## config.mk

```make
export PLATFORM = sky130hd
export DESIGN_NAME = integer_table_insert_search_delete_sort_top_flat
export DESIGN_NICKNAME = d
export VERILOG_FILES = /design/src/rtl/itsds_pkg.sv /design/src/rtl/itsds_if.sv /design/src/rtl/itsds_cell.sv /design/src/rtl/integer_table_insert_search_delete_sort_top.sv /design/src/flat_wrapper.sv
export VERILOG_INCLUDE_DIRS = /design/src /design/src/rtl
export SDC_FILE = /design/constraint.sdc
export NUM_CORES = 2
export LEC_CHECK = 0
export BUFFER_PORTS_ARGS = -buffer_cell sky130_fd_sc_hd__buf_2
export CORE_MARGIN = 4
export CORE_UTILIZATION = 45
export CTS_CLUSTER_DIAMETER = 40
export DETAILED_ROUTE_END_ITERATION = 10
export PLACE_DENSITY = 0.67
export RECOVER_POWER = 100
export SLEW_MARGIN = 0
export SYNTH_ARGS = -nofsm -noshare
export SYNTH_HDL_FRONTEND = slang
export SYNTH_SLANG_ARGS = --single-unit
```

## constraint.sdc

```tcl
create_clock -name clk -period 9.86 [get_ports clk]
set_clock_uncertainty 0.15 [all_clocks]
set_input_delay 2.958 -clock clk [delete_from_list [all_inputs] [get_ports clk]]
set_output_delay 2.958 -clock clk [all_outputs]
set_load 0.05 [all_outputs]
```

## src/rtl/integer_table_insert_search_delete_sort_top_defines.svh

```systemverilog
// assertion macros for the integer table block
// used by the top level only; expects clk and rst in scope
`ifndef INTEGER_TABLE_INSERT_SEARCH_DELETE_SORT_TOP_DEFINES_SVH
`define INTEGER_TABLE_INSERT_SEARCH_DELETE_SORT_TOP_DEFINES_SVH

// same-cycle implication
`define ITSDS_ASSERT_SAME(lbl, ante, cons, msg) \
  lbl: assert property (@(posedge clk) disable iff (rst) (ante) |-> (cons)) else $error(msg);

// next-cycle implication
`define ITSDS_ASSERT_NEXT(lbl, ante, cons, msg) \
  lbl: assert property (@(posedge clk) disable iff (rst) (ante) |=> (cons)) else $error(msg);

`endif

```

## src/rtl/itsds_pkg.sv

```systemverilog
// shared types and constants for the integer table block
// no dependencies
package itsds_pkg;

  localparam int DEPTH  = 16;
  localparam int IDX_W  = $clog2(DEPTH);
  localparam int CNT_W  = $clog2(DEPTH + 1);
  localparam int DATA_W = 32;
  localparam int FUNC_W = 2;
  localparam int STAT_W = 2;
  localparam int POS_W  = 4;
  localparam int ECNT_W = 5;

  typedef enum logic [FUNC_W-1:0] {
    OP_INSERT = 2'd0,
    OP_SEARCH = 2'd1,
    OP_DELETE = 2'd2,
    OP_SORT   = 2'd3
  } op_t;

  typedef enum logic [STAT_W-1:0] {
    ST_DONE    = 2'd0,
    ST_FULL    = 2'd1,
    ST_MISSING = 2'd2
  } status_t;

  typedef enum logic [2:0] {
    CMD_HOLD,
    CMD_INSERT,
    CMD_COMPARE,
    CMD_DELETE,
    CMD_SORT
  } cell_cmd_t;

  typedef struct packed {
    cell_cmd_t                 cmd;
    logic signed [DATA_W-1:0]  key;
    logic [CNT_W-1:0]          count;
    logic                      phase;
    logic [IDX_W-1:0]          del_idx;
    logic signed [DATA_W-1:0]  last_value;
  } cell_ctrl_t;

endpackage

```

## src/rtl/itsds_if.sv

```systemverilog
// request and response channel interfaces, valid/ready handshake
// depends on itsds_pkg
interface itsds_req_if;
  logic                                     valid;
  logic                                     ready;
  logic [itsds_pkg::FUNC_W-1:0]             func;
  logic signed [itsds_pkg::DATA_W-1:0]      operand_value;

  modport source (output valid, output func, output operand_value, input ready);
  modport sink   (input valid, input func, input operand_value, output ready);
endinterface

interface itsds_rsp_if;
  logic                          valid;
  logic                          ready;
  logic [itsds_pkg::STAT_W-1:0]  status;
  logic [itsds_pkg::POS_W-1:0]   position;
  logic [itsds_pkg::ECNT_W-1:0]  entry_count;

  modport source (output valid, output status, output position, output entry_count,
                  input ready);
  modport sink   (input valid, input status, input position, input entry_count,
                  output ready);
endinterface

```

## src/rtl/itsds_cell.sv

```systemverilog
// one table slot: holds an entry, compares it with the key, and does
// compare-exchange with its neighbors during sort; depends on itsds_pkg
module itsds_cell (
  input  logic                                 clk,
  input  logic [itsds_pkg::IDX_W-1:0]          idx,
  input  itsds_pkg::cell_ctrl_t                ctrl,
  input  logic signed [itsds_pkg::DATA_W-1:0]  left_value,
  input  logic signed [itsds_pkg::DATA_W-1:0]  right_value,
  input  logic                                 right_swap,
  output logic signed [itsds_pkg::DATA_W-1:0]  value,
  output logic                                 match,
  output logic                                 swap
);
  import itsds_pkg::*;

  logic                      in_use;
  logic signed [DATA_W-1:0]  value_next;

  assign in_use = CNT_W'(idx) < ctrl.count;

  // this cell is the right half of an active pair and holds the smaller value
  assign swap = (ctrl.cmd == CMD_SORT) && (idx != '0) && in_use &&
                (idx[0] != ctrl.phase) && (value < left_value);

  always_comb begin
    value_next = value;
    unique case (ctrl.cmd)
      CMD_INSERT: begin
        if (CNT_W'(idx) == ctrl.count) value_next = ctrl.key;
      end
      CMD_DELETE: begin
        if (idx == ctrl.del_idx) value_next = ctrl.last_value;
      end
      CMD_SORT: begin
        if (swap) value_next = left_value;
        else if (right_swap) value_next = right_value;
      end
      CMD_HOLD, CMD_COMPARE: value_next = value;
      default: value_next = value;
    endcase
  end

  always_ff @(posedge clk) begin
    value <= value_next;
    if (ctrl.cmd == CMD_COMPARE) match <= in_use && (value == ctrl.key);
  end

endmodule

```

## src/rtl/integer_table_insert_search_delete_sort_top.sv

```systemverilog
// packed table of 16 signed entries as a row of cells; insert goes through
// S_INSERT to S_EMIT (straight to S_EMIT when full), search and delete through
// S_COMPARE and S_PICK, and sort runs odd-even transposition passes along the row.
// one request at a time; the next is taken once the result is in the output
// register, which waits while an earlier result is still held by the receiver.
// synchronous reset empties the table; entry contents are not cleared
module integer_table_insert_search_delete_sort_top (
  input  logic         clk,
  input  logic         rst,
  itsds_req_if.sink    req,
  itsds_rsp_if.source  rsp
);
  import itsds_pkg::*;
  `include "integer_table_insert_search_delete_sort_top_defines.svh"

  typedef enum logic [2:0] {
    S_IDLE,
    S_INSERT,
    S_COMPARE,
    S_PICK,
    S_SORT,
    S_EMIT
  } state_t;

  state_t                    state;
  op_t                       op;
  logic signed [DATA_W-1:0]  key;
  logic [CNT_W-1:0]          count;
  logic [IDX_W-1:0]          sort_cnt;
  status_t                   res_status;
  logic [POS_W-1:0]          res_pos;

  logic                      rsp_valid;
  status_t                   rsp_status;
  logic [POS_W-1:0]          rsp_position;
  logic [ECNT_W-1:0]         rsp_count;

  cell_ctrl_t                ctrl;
  logic signed [DATA_W-1:0]  cell_value [DEPTH];
  logic [DEPTH-1:0]          match;
  logic [DEPTH-1:0]          swap;
  logic [IDX_W-1:0]          hit_idx;
  logic                      found;
  logic signed [DATA_W-1:0]  last_value;
  logic                      del_hit;
  logic                      search_done;

  // lowest matching slot
  always_comb begin
    hit_idx = '0;
    for (int i = DEPTH - 1; i >= 0; i--) begin
      if (match[i]) hit_idx = IDX_W'(i);
    end
  end
  assign found = |match;

  // last entry in use, moved into the hole on delete
  always_comb begin
    last_value = '0;
    for (int i = 0; i < DEPTH; i++) begin
      if (CNT_W'(i) == count - CNT_W'(1)) last_value = cell_value[i];
    end
  end

  always_comb begin
    ctrl.key        = key;
    ctrl.count      = count;
    ctrl.phase      = sort_cnt[0];
    ctrl.del_idx    = hit_idx;
    ctrl.last_value = last_value;
    unique case (state)
      S_INSERT:  ctrl.cmd = CMD_INSERT;
      S_COMPARE: ctrl.cmd = CMD_COMPARE;
      S_PICK:    ctrl.cmd = (op == OP_DELETE && found) ? CMD_DELETE : CMD_HOLD;
      S_SORT:    ctrl.cmd = CMD_SORT;
      S_IDLE, S_EMIT: ctrl.cmd = CMD_HOLD;
      default:   ctrl.cmd = CMD_HOLD;
    endcase
  end

  for (genvar g = 0; g < DEPTH; g++) begin : g_cell
    logic signed [DATA_W-1:0] left_v;
    logic signed [DATA_W-1:0] right_v;
    logic                     right_s;
    if (g == 0) begin : g_first
      assign left_v = '0;
    end else begin : g_left
      assign left_v = cell_value[g-1];
    end
    if (g == DEPTH - 1) begin : g_last
      assign right_v = '0;
      assign right_s = 1'b0;
    end else begin : g_right
      assign right_v = cell_value[g+1];
      assign right_s = swap[g+1];
    end
    itsds_cell u_cell (
      .clk         (clk),
      .idx         (IDX_W'(g)),
      .ctrl        (ctrl),
      .left_value  (left_v),
      .right_value (right_v),
      .right_swap  (right_s),
      .value       (cell_value[g]),
      .match       (match[g]),
      .swap        (swap[g])
    );
  end

  always_ff @(posedge clk) begin
    if (rst) begin
      state     <= S_IDLE;
      count     <= '0;
      sort_cnt  <= '0;
      rsp_valid <= 1'b0;
    end else begin
      // the emit state handles its own output register
      if (rsp_valid && rsp.ready && state != S_EMIT) rsp_valid <= 1'b0;
      unique case (state)
        S_IDLE: begin
          if (req.valid) begin
            op  <= op_t'(req.func);
            key <= req.operand_value;
            unique case (op_t'(req.func))
              OP_INSERT: begin
                if (count == CNT_W'(DEPTH)) begin
                  res_status <= ST_FULL;
                  res_pos    <= '0;
                  state      <= S_EMIT;
                end else begin
                  state <= S_INSERT;
                end
              end
              OP_SEARCH, OP_DELETE: state <= S_COMPARE;
              OP_SORT:              state <= S_SORT;
              default:              state <= S_IDLE;
            endcase
          end
        end
        S_INSERT: begin
          res_status <= ST_DONE;
          res_pos    <= POS_W'(count);
          count      <= count + CNT_W'(1);
          state      <= S_EMIT;
        end
        S_COMPARE: state <= S_PICK;
        S_PICK: begin
          if (found) begin
            res_status <= ST_DONE;
            res_pos    <= POS_W'(hit_idx);
            if (op == OP_DELETE) count <= count - CNT_W'(1);
          end else begin
            res_status <= ST_MISSING;
            res_pos    <= '0;
          end
          state <= S_EMIT;
        end
        S_SORT: begin
          // one odd-even transposition pass per cycle
          if (sort_cnt == IDX_W'(DEPTH - 1)) begin
            sort_cnt   <= '0;
            res_status <= ST_DONE;
            res_pos    <= '0;
            state      <= S_EMIT;
          end else begin
            sort_cnt <= sort_cnt + IDX_W'(1);
          end
        end
        S_EMIT: begin
          if (!rsp_valid || rsp.ready) begin
            rsp_valid    <= 1'b1;
            rsp_status   <= res_status;
            rsp_position <= res_pos;
            rsp_count    <= ECNT_W'(count);
            state        <= S_IDLE;
          end
        end
        default: state <= S_IDLE;
      endcase
    end
  end

  assign req.ready        = (state == S_IDLE);
  assign rsp.valid        = rsp_valid;
  assign rsp.status       = rsp_status;
  assign rsp.position     = rsp_position;
  assign rsp.entry_count  = rsp_count;

  assign del_hit     = (state == S_PICK) && (op == OP_DELETE) && found;
  assign search_done = (state == S_PICK) && (op == OP_SEARCH);

  `ITSDS_ASSERT_SAME(a_count_bound, 1'b1, count <= CNT_W'(DEPTH), "entry count beyond depth")
  `ITSDS_ASSERT_NEXT(a_sort_keeps_count, state == S_SORT, count == $past(count), "sort changed count")
  `ITSDS_ASSERT_NEXT(a_delete_shrinks, del_hit, count == $past(count) - CNT_W'(1), "delete kept count")
  `ITSDS_ASSERT_NEXT(a_search_keeps_count, search_done, count == $past(count), "search changed count")

endmodule

```

## src/flat_wrapper.sv

```systemverilog
// flat-port wrapper written by rule: the top's interface ports become plain ports
module integer_table_insert_search_delete_sort_top_flat import itsds_pkg::*;
  (clk, rst, req_valid, req_func, req_operand_value, req_ready, rsp_valid, rsp_status, rsp_position, rsp_entry_count, rsp_ready);
  itsds_req_if req_i ();
  itsds_rsp_if rsp_i ();
  input  logic clk;
  input  logic rst;
  input wire logic [$bits(req_i.valid)-1:0] req_valid;
  input wire logic [$bits(req_i.func)-1:0] req_func;
  input wire logic [$bits(req_i.operand_value)-1:0] req_operand_value;
  output wire logic [$bits(req_i.ready)-1:0] req_ready;
  output wire logic [$bits(rsp_i.valid)-1:0] rsp_valid;
  output wire logic [$bits(rsp_i.status)-1:0] rsp_status;
  output wire logic [$bits(rsp_i.position)-1:0] rsp_position;
  output wire logic [$bits(rsp_i.entry_count)-1:0] rsp_entry_count;
  input wire logic [$bits(rsp_i.ready)-1:0] rsp_ready;
  assign req_i.valid = req_valid;
  assign req_i.func = req_func;
  assign req_i.operand_value = req_operand_value;
  assign req_ready = req_i.ready;
  assign rsp_valid = rsp_i.valid;
  assign rsp_status = rsp_i.status;
  assign rsp_position = rsp_i.position;
  assign rsp_entry_count = rsp_i.entry_count;
  assign rsp_i.ready = rsp_ready;
  integer_table_insert_search_delete_sort_top u_core (.clk(clk), .rst(rst), .req(req_i), .rsp(rsp_i));
endmodule
```

==> summary.txt <==
Synth
  – FF+latch count, synth: 592
  – Syn avg cell area: 9.32 um2
  – Synth area leader: edfxtp_1
  – Most common cell in the netlist: edfxtp_1
  – Number of distinct library cells after synthesis: 95
  – Synth area leaders: edfxtp_1 35%, ha_1 12%, xor2_1 5.7%, inv_1 3.8%, o21ai_0 3.8%
  – Number of synthesis warnings: 0
  – Seq/Total Area, Yosys: 0.357
  – Share of the synthesized area in the top cell type: 0.352
  – Post-Syn Area: 49400 um2
  – Number of flops mapped to enable cells by yosys: 579
  – Main flop type after synthesis: edfxtp_1
  – Synth top cells by count: 579 x edfxtp_1, 497 x inv_1, 475 x ha_1
  – Post-synthesis cell count: 5299
  – Mapped Nets: 5812
  – Post-synth ARST share: 0

Power and ir drop
  – Clock power frac: 0.228
  – Leak: 0.0213 uW
  – Combinational power share: 0.442
  – Switching Share: 0.499
  – Flop pwr share: 0.330
  – Pint: 9440 uW
  – Max VDD drop: 160 uV
  – Switch Pwr: 9390 uW
  – Pwr Density: 341 nW/um2

Critical path
  – Slowest cell on crit path: clkbuf_1
  – Worst-path fanout max: 40
  – CP Class: flop to flop
  – Critical Path End Type: flop
  – Crit path DAT: 8380 ps
  – CP max stage delay: 2130 ps
  – Crit-path cells: nor2_1, and2_0, nand2_1, clkbuf_1, a2111oi_0, o311a_2, clkbuf_1, mux2i_1, o21ai_0
  – CP Launch Type: flop
  – Worst EP required: 10150 ps
  – CP dominant cell by count: clkbuf_1

Placed design
  – Gpl congestion: 1.10
  – PortBufs: 50
  – Placed cells: 6559
  – Dpl hpwl: 196 mm

Run
  – Max-Cap Viols: 24

CTS
  – Clock Path Buffers: 3
  – Worst-Skew Late Latency: 740 ps
  – Root Buffer: clkbuf_16
  – CTS tree: yes
  – CTS H-Tree Depth: 3
  – Cts bufs inserted: 117
  – Post_cts resized: 0
  – Post-CTS Setup Bufs: 0
  – Cts hold-fix bufs: 0
  – Clk slew on worst S/H paths: 60 ps
  – Clock sink count: 592

STA
  – Worst-margin pin slew: 3080 ps
  – Slew Limit Fails: 638
  – Final hold violation count: 0
  – Final hold slack: 274 ps
  – Period utilization: 0.821
  – Slew HR: -1.06
  – Fin Setup TNS: 0 ps
  – Fmax: 0.124 GHz
  – Unrepaired setup endpoints after global routing: no
  – Final setup viols: 0
  – Tmin final: 8100 ps

Floorplanning
  – Die area: 115000 um2
  – # rows: 121
  – Core ar.: 109000 um2
  – Die Height: 339 um
  – Die X: 339 um
  – Top Ports: 51
  – Effective utilization at floorplan: 0.454

Global route
  – Largest net degree at the start of global routing: 91
  – Initial antenna violation count: 13
  – Number of global-route vias before repair: 45742
  – GRT Overall Usage: 0.439
  – First-pass GRT wire length: 360 mm
  – Remaining Overflow, GRT: 0

Route
  – Avg Vias per Cell: 7.26
  – Post-DR wirelength/cell: 38.9 um
  – DRC: 0
  – Final antenna-violating net count: 0
  – First-iteration detailed-routing DRC count: 8994
  – TritonRoute pass-1 iters: 7
  – Vias: 49296
  – Post-Route WL: 264 mm

Worst hold path
  – Hold crit path type: flop to flop

Final layout
  – Register Area: 17600 um2
  – Final-layout fill cell count: 10158
  – Area Growth Syn to Fin: 11.8%
  – Area of the multi-input gates: 28600 um2
  – Final nets: 5777
  – Final Non-Filler Cells: 6787
  – Share of cells above drive strength 1: 0.0786

Status
  – Violated checks: max-capacitance violations, max-slew violations
  – Outcome: complete, but fails checks
## power groups by stage
stage / Combinational, uW / Clock, uW / Sequential (uW)
floorplan: 4950 / 0 / 5030
global placement: 7710 / 0 / 6020
detailed placement: 7840 / 0 / 6020
CTS: 7900 / 4290 / 5980
global route: 8790 / 4410 / 6130
finish: 8320 / 4290 / 6220
## per-layer routing
layer,up-vias,share of wire,global-route usage
met3,853,0.17,0.211
met5,-,0.0011,0.0108
met4,20,0.060,0.211
met2,4241,0.39,0.597
met1,24076,0.37,0.577
li1,20106,-,-
## through the flow
step                utilization  power [uW]  worst slack, ps  area [um2]
global placement          0.472       13700             4000       51400
global route              0.507       19300             1820       55200
finish                    0.507       18800             1760       55200
detailed placement        0.472       13900             3980       51400
floorplan                     -        9980             1730       49400
CTS                       0.510       18200             3870       55500
## final cells by class
type / instances / area share
timing repair buffer: 200 / 0.0220
antenna: 4 / 0.000181
tap: 1414 / 0.0320
clock inverter: 102 / 0.0213
multi-input combinational: 3854 / 0.517
inverter: 499 / 0.0339
clock buffer: 122 / 0.0541
sequential: 592 / 0.319
## registers in the layout (all words and copies together), names as in the netlist
signal / flops
u_core.g_cell.u_cell.value: 512
u_core.rsp.valid: 1
u_core.rsp.position: 4
u_core.res_status: 2
u_core.sort_cnt: 4
u_core.g_cell.u_cell.match: 16
u_core.state: 3
u_core.op: 2
u_core.res_pos: 4
u_core.key: 32
u_core.count: 5
u_core.rsp.entry_count: 5
u_core.rsp.status: 2
## layout by cell type, fill, tap and decap left out, types with 17 or more instances in the layout
cell type / netlist / layout
edfxtp_1: 579 / 579
inv_1: 497 / 497
ha_1: 475 / 475
o21ai_0: 371 / 387
xor2_1: 324 / 324
nand2_1: 302 / 302
a21oi_1: 232 / 233
nand3_1: 200 / 200
xnor2_1: 194 / 193
nor2_1: 196 / 192
o311ai_0: 189 / 190
mux2i_1: 145 / 144
o211ai_1: 138 / 138
nor4_1: 134 / 128
nand4_1: 125 / 125
clkbuf_16: 0 / 119
buf_4: 10 / 113
a21o_1: 90 / 90
nor3_1: 81 / 79
a221oi_1: 71 / 71
o22ai_1: 63 / 64
clkbuf_1: 246 / 56
a211oi_1: 56 / 54
o221ai_1: 52 / 52
buf_2: 80 / 34
a31oi_1: 34 / 32
a2111oi_0: 24 / 24
o2111ai_1: 21 / 21
nand2b_1: 20 / 20
a22oi_1: 20 / 20
o21a_1: 19 / 19
nor2b_1: 20 / 19
clkinv_2: 0 / 19
o41ai_1: 18 / 18
inv_6: 0 / 17
bufinv_16: 0 / 17
## critical path: cells and delay by family, from the launching register on
kind	cells	cell delay [ps]
AO/OA/AOI/OAI	3	1050
buffers and inverters	2	2770
flip-flops	1	410
multiplexers	1	390
AND/OR/NAND/NOR	3	2980
## worst paths after layout
check | startpoint | end | slack, ps | depth (start not counted)
worst max register to register | u_core.state[0] | u_core.g_cell[10].u_cell.value[14] | 1760 | 9
worst min register to register | u_core.res_status[0] | u_core.rsp.status[0] | 270 | 0
worst max-delay path | u_core.state[0] | u_core.g_cell[10].u_cell.value[14] | 1760 | 9
worst min-delay path | u_core.res_status[0] | u_core.rsp.status[0] | 270 | 0
## logic make-up after synthesis
logic type               count (synthesis)  share of synthesized area
AND/OR/NAND/NOR                       1165                      0.117
XOR/XNOR                               518                     0.0918
adder cells (fa/ha/maj)                475                      0.120
flip-flops                             592                      0.357
AO/OA/AOI/OAI                         1550                      0.216
multiplexers                           146                     0.0297
buffers and inverters                  853                     0.0681
Power figures use the tool's default switching activity.
